### src/hdl/tse_pkg.sv
// Shared constants, codes and types of the topological sort engine.
// No dependencies; every other file of the engine but tse_ram uses this package.
package tse_pkg;

   localparam int MAX_NODES = 64;
   localparam int MAX_EDGES = 256;

   localparam int NODE_W   = 6;
   localparam int CFG_W    = 7;
   localparam int STATUS_W = 2;

   localparam int NODE_AW = (MAX_NODES > 1) ? $clog2(MAX_NODES) : 1;
   localparam int CNT_W   = $clog2(MAX_NODES + 1);
   localparam int EDGE_AW = (MAX_EDGES > 1) ? $clog2(MAX_EDGES) : 1;
   localparam int ECNT_W  = $clog2(MAX_EDGES + 1);
   localparam int DEG_W   = ECNT_W;

   localparam logic [CFG_W-1:0] NODE_COUNT_RESET = CFG_W'(64);

   localparam logic CMD_EDGE = 1'b0;
   localparam logic CMD_RUN  = 1'b1;

   localparam logic [STATUS_W-1:0] STATUS_OK    = 2'd0;
   localparam logic [STATUS_W-1:0] STATUS_CYCLE = 2'd1;
   localparam logic [STATUS_W-1:0] STATUS_DROP  = 2'd2;

   typedef struct packed {
      logic              cmd;
      logic [NODE_W-1:0] from_node;
      logic [NODE_W-1:0] to_node;
   } req_item_type;

   typedef struct packed {
      logic                valid;
      logic [NODE_W-1:0]   node;
      logic [STATUS_W-1:0] status;
      logic                last;
   } rsp_push_type;

endpackage

### src/hdl/tse_if.sv
// Channel interfaces of the topological sort engine: request, response, csr write.
// Depends on tse_pkg for field widths.
interface tse_req_if;
   logic                       valid;
   logic                       ready;
   logic                       cmd;
   logic [tse_pkg::NODE_W-1:0] from_node;
   logic [tse_pkg::NODE_W-1:0] to_node;
   modport source (output valid, output cmd, output from_node, output to_node, input ready);
   modport sink (input valid, input cmd, input from_node, input to_node, output ready);
endinterface

interface tse_rsp_if;
   logic                         valid;
   logic                         ready;
   logic [tse_pkg::NODE_W-1:0]   node;
   logic [tse_pkg::STATUS_W-1:0] status;
   logic                         last;
   modport source (output valid, output node, output status, output last, input ready);
   modport sink (input valid, input node, input status, input last, output ready);
endinterface

interface tse_csr_if;
   logic                      valid;
   logic                      ready;
   logic [tse_pkg::CFG_W-1:0] data;
   modport source (output valid, output data, input ready);
   modport sink (input valid, input data, output ready);
endinterface

### src/hdl/tse_ram.sv
// Generic single-write, single-read RAM with registered read data.
// No dependencies.
module tse_ram #(
   parameter int WIDTH = 8,
   parameter int DEPTH = 16,
   localparam int AW = (DEPTH > 1) ? $clog2(DEPTH) : 1
) (
   input  logic             clock,
   input  logic             wr_en,
   input  logic [AW-1:0]    wr_addr,
   input  logic [WIDTH-1:0] wr_data,
   input  logic [AW-1:0]    rd_addr,
   output logic [WIDTH-1:0] rd_data
);

   logic [WIDTH-1:0] mem [DEPTH];

   always_ff @(posedge clock) begin
      if (wr_en) begin
         mem[wr_addr] <= wr_data;
      end
      rd_data <= mem[rd_addr];
   end

endmodule

### src/hdl/tse_out.sv
// Result output register: holds one result until the response transfer.
// Depends on tse_pkg and tse_if.
module tse_out (
   input  logic                  clock,
   input  logic                  reset,
   input  tse_pkg::rsp_push_type push,
   output logic                  out_free,
   tse_rsp_if.source             rsp_bus
);

   logic                         vld_ff, vld_in;
   logic [tse_pkg::NODE_W-1:0]   node_ff;
   logic [tse_pkg::STATUS_W-1:0] status_ff;
   logic                         last_ff;

   always_comb begin
      out_free = !vld_ff || rsp_bus.ready;
      if (push.valid) begin
         vld_in = 1'b1;
      end else if (rsp_bus.ready) begin
         vld_in = 1'b0;
      end else begin
         vld_in = vld_ff;
      end
   end

   always_ff @(posedge clock) begin
      if (reset) begin
         vld_ff <= 1'b0;
      end else begin
         vld_ff <= vld_in;
      end
   end

   always_ff @(posedge clock) begin
      if (push.valid) begin
         node_ff   <= push.node;
         status_ff <= push.status;
         last_ff   <= push.last;
      end
   end

   assign rsp_bus.valid  = vld_ff;
   assign rsp_bus.node   = node_ff;
   assign rsp_bus.status = status_ff;
   assign rsp_bus.last   = last_ff;

endmodule

### src/hdl/tse_seq.sv
// Sequencer of the sort: edge store, in-degree store, order queue and the Kahn walk.
// Depends on tse_pkg and tse_ram.
module tse_seq (
   input  logic                      clock,
   input  logic                      reset,
   input  logic [tse_pkg::CFG_W-1:0] n_eff,
   input  logic                      req_valid,
   input  tse_pkg::req_item_type     req_item,
   output logic                      req_ready,
   input  logic                      out_free,
   output tse_pkg::rsp_push_type     push
);

   localparam logic [3:0] S_IDLE  = 4'd0;
   localparam logic [3:0] S_LDWR  = 4'd1;
   localparam logic [3:0] S_INIT  = 4'd2;
   localparam logic [3:0] S_DEQ   = 4'd3;
   localparam logic [3:0] S_CUR   = 4'd4;
   localparam logic [3:0] S_ERD   = 4'd5;
   localparam logic [3:0] S_ECHK  = 4'd6;
   localparam logic [3:0] S_DUPD  = 4'd7;
   localparam logic [3:0] S_FIN   = 4'd8;
   localparam logic [3:0] S_ERES  = 4'd9;
   localparam logic [3:0] S_EMRD  = 4'd10;
   localparam logic [3:0] S_EMPUT = 4'd11;

   localparam int NW  = tse_pkg::NODE_W;
   localparam int NAW = tse_pkg::NODE_AW;
   localparam int CW  = tse_pkg::CNT_W;
   localparam int EAW = tse_pkg::EDGE_AW;
   localparam int ECW = tse_pkg::ECNT_W;
   localparam int DW  = tse_pkg::DEG_W;
   localparam int FW  = tse_pkg::CFG_W;

   logic [3:0]                   state_ff, state_in;
   logic [ECW-1:0]               estored_ff, estored_in;
   logic [NW-1:0]                max_ep_ff, max_ep_in;
   logic                         err_ff, err_in;
   logic [tse_pkg::MAX_NODES-1:0] vld_ff, vld_in;
   logic [CW-1:0]                head_ff, head_in;
   logic [CW-1:0]                tail_ff, tail_in;
   logic [CW-1:0]                idx_ff, idx_in;
   logic [ECW-1:0]               e_ff, e_in;
   logic [NW-1:0]                cur_ff, cur_in;
   logic [NW-1:0]                tgt_ff, tgt_in;
   logic [tse_pkg::STATUS_W-1:0] code_ff, code_in;

   logic               e_wr_en;
   logic [EAW-1:0]     e_wr_addr, e_rd_addr;
   logic [2*NW-1:0]    e_wr_data, e_rd_data;
   logic               d_wr_en;
   logic [NAW-1:0]     d_wr_addr, d_rd_addr;
   logic [DW-1:0]      d_wr_data, d_rd_data;
   logic               q_wr_en;
   logic [NAW-1:0]     q_wr_addr, q_rd_addr;
   logic [NW-1:0]      q_wr_data, q_rd_data;

   logic               accept;
   logic               bad_edge;
   logic               run_err;
   logic               e_last;
   logic               q_room;
   logic               clear;
   logic [DW-1:0]      deg_cur;
   logic [NW-1:0]      e_src, e_dst;
   logic [NW-1:0]      ep_hi;

   always_comb begin
      e_src    = e_rd_data[2*NW-1:NW];
      e_dst    = e_rd_data[NW-1:0];
      accept   = req_valid && req_ready;
      bad_edge = (FW'(req_item.from_node) >= n_eff) || (FW'(req_item.to_node) >= n_eff) ||
                 (estored_ff == ECW'(tse_pkg::MAX_EDGES));
      run_err  = err_ff || ((estored_ff != '0) && (FW'(max_ep_ff) >= n_eff));
      e_last   = (e_ff + ECW'(1)) == estored_ff;
      q_room   = tail_ff < CW'(tse_pkg::MAX_NODES);
      deg_cur  = vld_ff[tgt_ff[NAW-1:0]] ? d_rd_data : '0;
      ep_hi    = (req_item.from_node > req_item.to_node) ? req_item.from_node
                                                         : req_item.to_node;

      state_in   = state_ff;
      estored_in = estored_ff;
      max_ep_in  = max_ep_ff;
      err_in     = err_ff;
      vld_in     = vld_ff;
      head_in    = head_ff;
      tail_in    = tail_ff;
      idx_in     = idx_ff;
      e_in       = e_ff;
      cur_in     = cur_ff;
      tgt_in     = tgt_ff;
      code_in    = code_ff;
      clear      = 1'b0;

      req_ready = (state_ff == S_IDLE);
      push      = '0;

      e_wr_en   = 1'b0;
      e_wr_addr = estored_ff[EAW-1:0];
      e_wr_data = {req_item.from_node, req_item.to_node};
      e_rd_addr = e_ff[EAW-1:0];
      d_wr_en   = 1'b0;
      d_wr_addr = tgt_ff[NAW-1:0];
      d_wr_data = deg_cur + DW'(1);
      d_rd_addr = tgt_ff[NAW-1:0];
      q_wr_en   = 1'b0;
      q_wr_addr = tail_ff[NAW-1:0];
      q_wr_data = NW'(idx_ff);
      q_rd_addr = idx_ff[NAW-1:0];

      case (state_ff)
         S_IDLE: begin
            d_rd_addr = req_item.to_node[NAW-1:0];
            if (accept) begin
               if (req_item.cmd == tse_pkg::CMD_EDGE) begin
                  if (bad_edge) begin
                     err_in = 1'b1;
                  end else begin
                     e_wr_en    = 1'b1;
                     estored_in = estored_ff + ECW'(1);
                     if ((estored_ff == '0) || (ep_hi > max_ep_ff)) begin
                        max_ep_in = ep_hi;
                     end
                     tgt_in   = req_item.to_node;
                     state_in = S_LDWR;
                  end
               end else if (run_err) begin
                  code_in  = tse_pkg::STATUS_DROP;
                  state_in = S_ERES;
               end else begin
                  idx_in   = '0;
                  head_in  = '0;
                  tail_in  = '0;
                  state_in = S_INIT;
               end
            end
         end
         S_LDWR: begin
            d_wr_en                   = 1'b1;
            vld_in[tgt_ff[NAW-1:0]]   = 1'b1;
            state_in                  = S_IDLE;
         end
         S_INIT: begin
            if (!vld_ff[idx_ff[NAW-1:0]] && q_room) begin
               q_wr_en = 1'b1;
               tail_in = tail_ff + CW'(1);
            end
            idx_in = idx_ff + CW'(1);
            if ((FW'(idx_ff) + FW'(1)) == n_eff) begin
               state_in = S_DEQ;
            end
         end
         S_DEQ: begin
            q_rd_addr = head_ff[NAW-1:0];
            if ((head_ff < tail_ff) && (head_ff < CW'(tse_pkg::MAX_NODES))) begin
               head_in  = head_ff + CW'(1);
               state_in = S_CUR;
            end else begin
               state_in = S_FIN;
            end
         end
         S_CUR: begin
            cur_in = q_rd_data;
            e_in   = '0;
            if (estored_ff == '0) begin
               state_in = S_DEQ;
            end else begin
               state_in = S_ERD;
            end
         end
         S_ERD: begin
            state_in = S_ECHK;
         end
         S_ECHK: begin
            d_rd_addr = e_dst[NAW-1:0];
            if (e_src == cur_ff) begin
               tgt_in   = e_dst;
               state_in = S_DUPD;
            end else if (e_last) begin
               state_in = S_DEQ;
            end else begin
               e_in     = e_ff + ECW'(1);
               state_in = S_ERD;
            end
         end
         S_DUPD: begin
            if (deg_cur != '0) begin
               d_wr_en                 = 1'b1;
               d_wr_data               = deg_cur - DW'(1);
               vld_in[tgt_ff[NAW-1:0]] = 1'b1;
               if ((deg_cur == DW'(1)) && q_room) begin
                  q_wr_en   = 1'b1;
                  q_wr_data = tgt_ff;
                  tail_in   = tail_ff + CW'(1);
               end
            end
            if (e_last) begin
               state_in = S_DEQ;
            end else begin
               e_in     = e_ff + ECW'(1);
               state_in = S_ERD;
            end
         end
         S_FIN: begin
            if (FW'(tail_ff) != n_eff) begin
               code_in  = tse_pkg::STATUS_CYCLE;
               state_in = S_ERES;
            end else begin
               idx_in   = '0;
               state_in = S_EMRD;
            end
         end
         S_ERES: begin
            if (out_free) begin
               push.valid  = 1'b1;
               push.node   = '0;
               push.status = code_ff;
               push.last   = 1'b1;
               clear       = 1'b1;
               state_in    = S_IDLE;
            end
         end
         S_EMRD: begin
            state_in = S_EMPUT;
         end
         S_EMPUT: begin
            if (out_free) begin
               push.valid  = 1'b1;
               push.node   = q_rd_data;
               push.status = tse_pkg::STATUS_OK;
               push.last   = (FW'(idx_ff) + FW'(1)) == n_eff;
               if (push.last) begin
                  clear    = 1'b1;
                  state_in = S_IDLE;
               end else begin
                  idx_in   = idx_ff + CW'(1);
                  state_in = S_EMRD;
               end
            end
         end
         default: begin
            state_in = S_IDLE;
         end
      endcase

      if (clear) begin
         estored_in = '0;
         max_ep_in  = '0;
         err_in     = 1'b0;
         vld_in     = '0;
         head_in    = '0;
         tail_in    = '0;
      end
   end

   always_ff @(posedge clock) begin
      if (reset) begin
         state_ff   <= S_IDLE;
         estored_ff <= '0;
         max_ep_ff  <= '0;
         err_ff     <= 1'b0;
         vld_ff     <= '0;
         head_ff    <= '0;
         tail_ff    <= '0;
      end else begin
         state_ff   <= state_in;
         estored_ff <= estored_in;
         max_ep_ff  <= max_ep_in;
         err_ff     <= err_in;
         vld_ff     <= vld_in;
         head_ff    <= head_in;
         tail_ff    <= tail_in;
      end
   end

   always_ff @(posedge clock) begin
      idx_ff  <= idx_in;
      e_ff    <= e_in;
      cur_ff  <= cur_in;
      tgt_ff  <= tgt_in;
      code_ff <= code_in;
   end

   tse_ram #(.WIDTH(2 * NW), .DEPTH(tse_pkg::MAX_EDGES)) u_edge_ram (
      .clock   (clock),
      .wr_en   (e_wr_en),
      .wr_addr (e_wr_addr),
      .wr_data (e_wr_data),
      .rd_addr (e_rd_addr),
      .rd_data (e_rd_data)
   );

   tse_ram #(.WIDTH(DW), .DEPTH(tse_pkg::MAX_NODES)) u_deg_ram (
      .clock   (clock),
      .wr_en   (d_wr_en),
      .wr_addr (d_wr_addr),
      .wr_data (d_wr_data),
      .rd_addr (d_rd_addr),
      .rd_data (d_rd_data)
   );

   tse_ram #(.WIDTH(NW), .DEPTH(tse_pkg::MAX_NODES)) u_queue_ram (
      .clock   (clock),
      .wr_en   (q_wr_en),
      .wr_addr (q_wr_addr),
      .wr_data (q_wr_data),
      .rd_addr (q_rd_addr),
      .rd_data (q_rd_data)
   );

   a_push_free: assert property (@(posedge clock) disable iff (reset)
      push.valid |-> out_free)
      else $error("result pushed while output register is busy");

   a_head_tail: assert property (@(posedge clock) disable iff (reset)
      head_ff <= tail_ff)
      else $error("queue head passed queue tail");

   a_clear_after_run: assert property (@(posedge clock) disable iff (reset)
      (push.valid && push.last) |=> (estored_ff == '0) && (vld_ff == '0) && !err_ff)
      else $error("stores not cleared after the final result of a run");

   a_edge_count_step: assert property (@(posedge clock) disable iff (reset)
      (estored_ff != $past(estored_ff)) |->
         ((estored_ff == $past(estored_ff) + ECW'(1)) || (estored_ff == '0)))
      else $error("edge count changed by more than one");

endmodule

### src/hdl/topological_sort_engine_top.sv
// Top level of the topological sort engine: node_count register, sequencer, output stage.
// Depends on tse_pkg, tse_if, tse_seq and tse_out.
//
// An edge transfer (cmd 0) writes the edge to the edge store, and the target's
// in-degree goes through a read-modify-write of the in-degree RAM; req ready stays
// low until that write is done. A run transfer (cmd 1) holds req ready low while
// the sequencer walks the graph: it queues the zero in-degree nodes, then for every
// dequeued node reads each stored edge through the single edge RAM read port and
// updates the target of every edge leaving that node, then emits the sorted nodes,
// waiting while rsp ready stalls. A run that finds a dropped edge answers with the
// drop status. Results wait in an output register, so the next request is taken
// while the final result of a run is still pending. The csr channel is always ready
// and should be written only while the engine is idle.
module topological_sort_engine_top (
   input  logic      clock,
   input  logic      reset,
   tse_req_if.sink   req_bus,
   tse_rsp_if.source rsp_bus,
   tse_csr_if.sink   csr_bus
);

   logic [tse_pkg::CFG_W-1:0] node_count_ff, node_count_in;
   logic [tse_pkg::CFG_W-1:0] n_eff;
   tse_pkg::req_item_type     req_item;
   tse_pkg::rsp_push_type     push;
   logic                      out_free;
   logic                      req_ready;

   always_comb begin
      node_count_in = node_count_ff;
      if (csr_bus.valid) begin
         node_count_in = csr_bus.data;
      end
      if (node_count_ff == '0) begin
         n_eff = tse_pkg::CFG_W'(1);
      end else if (node_count_ff > tse_pkg::CFG_W'(tse_pkg::MAX_NODES)) begin
         n_eff = tse_pkg::CFG_W'(tse_pkg::MAX_NODES);
      end else begin
         n_eff = node_count_ff;
      end
      req_item.cmd       = req_bus.cmd;
      req_item.from_node = req_bus.from_node;
      req_item.to_node   = req_bus.to_node;
   end

   always_ff @(posedge clock) begin
      if (reset) begin
         node_count_ff <= tse_pkg::NODE_COUNT_RESET;
      end else begin
         node_count_ff <= node_count_in;
      end
   end

   assign csr_bus.ready = 1'b1;
   assign req_bus.ready = req_ready;

   tse_seq u_seq (
      .clock     (clock),
      .reset     (reset),
      .n_eff     (n_eff),
      .req_valid (req_bus.valid),
      .req_item  (req_item),
      .req_ready (req_ready),
      .out_free  (out_free),
      .push      (push)
   );

   tse_out u_out (
      .clock    (clock),
      .reset    (reset),
      .push     (push),
      .out_free (out_free),
      .rsp_bus  (rsp_bus)
   );

endmodule
### src/flat_wrapper.sv
// flat-port wrapper written by rule: the top's interface ports become plain ports
module topological_sort_engine_top_flat 
  (clock, reset, req_bus_valid, req_bus_cmd, req_bus_from_node, req_bus_to_node, req_bus_ready, rsp_bus_valid, rsp_bus_node, rsp_bus_status, rsp_bus_last, rsp_bus_ready, csr_bus_valid, csr_bus_data, csr_bus_ready);
  tse_req_if req_bus_i ();
  tse_rsp_if rsp_bus_i ();
  tse_csr_if csr_bus_i ();
  input  logic clock;
  input  logic reset;
  input wire logic [$bits(req_bus_i.valid)-1:0] req_bus_valid;
  input wire logic [$bits(req_bus_i.cmd)-1:0] req_bus_cmd;
  input wire logic [$bits(req_bus_i.from_node)-1:0] req_bus_from_node;
  input wire logic [$bits(req_bus_i.to_node)-1:0] req_bus_to_node;
  output wire logic [$bits(req_bus_i.ready)-1:0] req_bus_ready;
  output wire logic [$bits(rsp_bus_i.valid)-1:0] rsp_bus_valid;
  output wire logic [$bits(rsp_bus_i.node)-1:0] rsp_bus_node;
  output wire logic [$bits(rsp_bus_i.status)-1:0] rsp_bus_status;
  output wire logic [$bits(rsp_bus_i.last)-1:0] rsp_bus_last;
  input wire logic [$bits(rsp_bus_i.ready)-1:0] rsp_bus_ready;
  input wire logic [$bits(csr_bus_i.valid)-1:0] csr_bus_valid;
  input wire logic [$bits(csr_bus_i.data)-1:0] csr_bus_data;
  output wire logic [$bits(csr_bus_i.ready)-1:0] csr_bus_ready;
  assign req_bus_i.valid = req_bus_valid;
  assign req_bus_i.cmd = req_bus_cmd;
  assign req_bus_i.from_node = req_bus_from_node;
  assign req_bus_i.to_node = req_bus_to_node;
  assign req_bus_ready = req_bus_i.ready;
  assign rsp_bus_valid = rsp_bus_i.valid;
  assign rsp_bus_node = rsp_bus_i.node;
  assign rsp_bus_status = rsp_bus_i.status;
  assign rsp_bus_last = rsp_bus_i.last;
  assign rsp_bus_i.ready = rsp_bus_ready;
  assign csr_bus_i.valid = csr_bus_valid;
  assign csr_bus_i.data = csr_bus_data;
  assign csr_bus_ready = csr_bus_i.ready;
  topological_sort_engine_top u_core (.clock(clock), .reset(reset), .req_bus(req_bus_i), .rsp_bus(rsp_bus_i), .csr_bus(csr_bus_i));
endmodule
### config.mk
export PLATFORM = sky130hd
export DESIGN_NAME = topological_sort_engine_top_flat
export DESIGN_NICKNAME = d
export VERILOG_FILES = /design/src/hdl/tse_pkg.sv /design/src/hdl/tse_if.sv /design/src/hdl/tse_ram.sv /design/src/hdl/tse_out.sv /design/src/hdl/tse_seq.sv /design/src/hdl/topological_sort_engine_top.sv /design/src/flat_wrapper.sv
export SDC_FILE = /design/constraint.sdc
export NUM_CORES = 2
export LEC_CHECK = 0
export BUFFER_PORTS_ARGS = -buffer_cell sky130_fd_sc_hd__buf_2
export CAP_MARGIN = 20
export CORE_MARGIN = 5
export CORE_UTILIZATION = 65
export CTS_BUF_LIST = sky130_fd_sc_hd__clkbuf_4
export DETAILED_ROUTE_END_ITERATION = 10
export GPL_ROUTABILITY_DRIVEN = 0
export MAX_ROUTING_LAYER = met4
export PLACE_DENSITY_LB_ADDON = 0.05
export REMOVE_ABC_BUFFERS = 1
export SLEW_MARGIN = 10
export SYNTH_ARGS = -nofsm -noshare
export SYNTH_HDL_FRONTEND = slang
export SYNTH_SLANG_ARGS = --single-unit
### constraint.sdc
create_clock -name clock -period 7.9 [get_ports clock]
set_clock_uncertainty 0.05 [all_clocks]
set_input_delay 0.79 -clock clock [delete_from_list [all_inputs] [get_ports clock]]
set_output_delay 0.79 -clock clock [all_outputs]
set_load 0.02 [all_outputs]
==> flow_metrics.tcl <==
set metrics [dict create \
    path_cells "nor2b_1, a221oi_1, o221ai_1, o21ai_0, o311a_2, nand2_2, and2_1, inv_1, ha_1, a21oi_1, nand3_1, o32ai_1, xnor2_1, a21oi_4, buf_4" \
    relSlewSlack 0.178 \
    power-per-cell-area_nw_per_um2 260 \
    critPathBufInv 2 \
    drive_gt1_frac 0.339 \
    post_cts_resized 0 \
    slowest_delay_ns 0.84 \
    drv_cap 0 \
    path_max_fanout 38 \
    ys_ff_latch 4204 \
    grt_pass1_vias 86800 \
    start_kind "register" \
    leakage_nw 60.4 \
    cts_root_buf "clkbuf_4" \
    syn_area_per_cell_sq_um 20.8 \
    initial_core_util 0.652 \
    htreeDepth 7 \
    max_freq_mhz 153 \
    dp_hpwl_mm 238 \
    vias_per_cell 6.61 \
    async_flop_share 0 \
    grt_pass1_wl_mm 582 \
    cp_top_family "compound AO/OA/AOI/OAI gates" \
    seq_area_frac_synth 0.755 \
    ir_worst_vdd_mv 0.262 \
    vias 86300 \
    cp_slowest_cell "edfxtp_1" \
    antenna_found_initial 9 \
    hold_violations 0 \
    nNetsFinal 9070 \
    status "finished, final reports clean" \
    cts_hold_buffers 39 \
    post_cts_buffers 0 \
    cts_buffers 1044 \
    rsz0062_at_grt "no" \
    yosysUniqueCellTypes 86 \
    synth.area.top_cells "edfxtp_1, mux4_2, dfxtp_1" \
    synth-edff-count 4071 \
    rows 185 \
    clk_path_buf_depth 4 \
    drt_first_pass_iters 9 \
    tightestPinTransition_ns 1.23 \
    min-delay-path-class "in -> reg" \
    synth_cells 7964 \
    core_sq_um 254000 \
    area_growth_pct 11.7 \
    fillerInstances 15200 \
    clock_sink_count 4204 \
    synth_area_leader_cell "edfxtp_1" \
    synth_top_area_frac 0.739 \
    end_kind "register" \
    drtIter0Drc 11400 \
    crit_required_ns 8.95 \
    die_x_um 515 \
    port_buffers 35 \
    fin_crit_ns 6.53 \
    avgRoutedWirePerCell_um 30.5 \
    synth_area_sq_um 165000 \
    finalCritPeriodShare 0.827 \
    crit_type "reg -> reg" \
    antenna_left 0 \
    power.total_mw 48.0 \
    cts_tree "done" \
    clk_pin_slew_worst_paths_ns 0.06 \
    drv_slew 0 \
    cp.arrival_ns 7.58 \
    utilization 0.728 \
    clkLatencyLatePin_ns 1.42 \
    fin_hold_ws_ns 0.272 \
    ios 37 \
    die_h_um 515 \
    overflow 0 \
    ys_warn_count 0 \
    grt_usage 0.313 \
    remaining_drc_errors 0 \
    synth-main-ff-cell "edfxtp_1" \
    fp.dieArea_sq_um 265000 \
    wl_mm 398 \
    grt_max_degree 202 \
    setup_viol 0 \
]
## through the flow
| stage | setup WS, ns | instance area [sq um] | std cells | TNS (ns) |
|---|---|---|---|---|
| after global placement | 1.98 | 171000 | 11200 | 0 |
| after CTS | 1.67 | 184000 | 13000 | 0 |
| after detailed placement | 1.76 | 171000 | 11200 | 0 |
| after floorplan | -25.10 | 163000 | 7501 | -748.95 |
| after global routing | 1.24 | 185000 | 13100 | 0 |
| final | 1.37 | 185000 | 13100 | 0 |
## cell usage after synthesis, types with 3 or more instances
cell type     n
inv_1        48
a211oi_1     65
a21oi_1     140
buf_1        94
mux2i_1     256
nor3_1       44
nor2b_1      57
clkbuf_1    239
a31oi_1      34
xor2_1       24
o221ai_1     14
mux2_2      163
edfxtp_1   4071
ha_1         47
o31ai_1       4
a221o_1      29
nand2_2       3
o22ai_1      55
nand4_1      22
nand4b_1      8
nand2_1     212
o21ai_0     108
a21o_1       10
mux4_2     1072
a2111oi_0     3
o211ai_1      5
xnor2_1      27
nor4_1        8
and3_1       14
buf_2       109
nor2_1      518
nand3_1      47
a22oi_1      29
a221oi_1     50
nand2b_1     16
o21a_1       70
dfxtp_1     133
and2_1       38
buf_4        17
or4_1         3
## area by class of cell
class | count | area (sq um) | share of cell area
well taps | 3366 | 4210 | 0.0228
flip-flops and latches | 4204 | 125000 | 0.676
multi-input cells | 3247 | 38600 | 0.209
inverters | 50 | 188 | 0.00102
repair buffers | 451 | 3900 | 0.0211
clock buffers | 1468 | 11000 | 0.0596
clock inverters | 268 | 1860 | 0.0100
diodes | 10 | 25.0 | 0.000135
## state kept, by name (all words and copies together) (netlist names), 7 cells and up
signal                           flops
u_core.u_seq.u_edge_ram.rd_data     12
u_core.u_seq.head_ff                 7
u_core.u_seq.tail_ff                 7
u_core.u_seq.u_queue_ram.mem       384
u_core.u_seq.estored_ff              9
u_core.u_seq.u_deg_ram.mem         576
u_core.u_seq.e_ff                    9
u_core.u_seq.vld_ff                 64
u_core.node_count_ff                 7
u_core.u_seq.u_deg_ram.rd_data       9
u_core.u_seq.idx_ff                  7
u_core.u_seq.u_edge_ram.mem       3072
## layer usage
| layer | global-route usage | part of all wire | up-vias |
|---|---|---|---|
| met4 | 0.0984 | 0.030 | 0 |
| met2 | 0.449 | 0.47 | 5154 |
| met1 | 0.451 | 0.39 | 44700 |
| li1 | - | - | 35800 |
| met5 | - | 0 | - |
| met3 | 0.0833 | 0.11 | 703 |
## worst paths after layout
kind                                       start                                  end  slack [ns]  cells after the start
min reg2reg  u_core.u_seq.u_queue_ram.rd_data[1]               u_core.u_seq.cur_ff[1]        0.43                      0
max                    u_core.u_seq.d_wr_addr[2]    u_core.u_seq.u_deg_ram.mem[21][6]        1.37                     15
min                           req_bus_to_node[5]  u_core.u_seq.u_edge_ram.mem[148][5]        0.27                      2
max reg2reg            u_core.u_seq.d_wr_addr[2]    u_core.u_seq.u_deg_ram.mem[21][6]        1.37                     15
## kinds of logic after synthesis
kind of cell,share of synthesized area
mux,0.173
other cells,0.0000227
flops,0.755
compound gates,0.0263
simple gates,0.0268
buf+inv,0.0130
xor+xnor,0.00270
fa+ha+maj,0.00355
## where the power goes
group / switching [mW] / internal [mW] / total [mW]
sequential: 0.168 / 25.0 / 25.2
clock: 8.52 / 9.20 / 17.7
combinational: 3.45 / 1.64 / 5.09
total: 12.1 / 35.9 / 48.0
## cell usage in the layout, fill, tap and decap left out, types with 133 or more instances in the layout
cell type,count
buf_4,328
nor2_1,509
clkinv_1,150
nand2_1,211
dfxtp_1,133
mux2i_1,253
edfxtp_1,4071
mux2_2,162
mux4_2,1072
a21oi_1,136
clkbuf_4,1468
## worst register-to-register path: stages, from the launching register on
cell and delay, ns:
edfxtp_1 0.84, nor2b_1 0.72, a221oi_1 0.21, o221ai_1 0.26
o21ai_0 0.14, o311a_2 0.47, nand2_2 0.36, and2_1 0.22
inv_1 0.07, ha_1 0.33, a21oi_1 0.72, nand3_1 0.22
o32ai_1 0.34, xnor2_1 0.16, a21oi_4 0.64, buf_4 0.51
No activity file was read; power rests on OpenSTA's default activity.
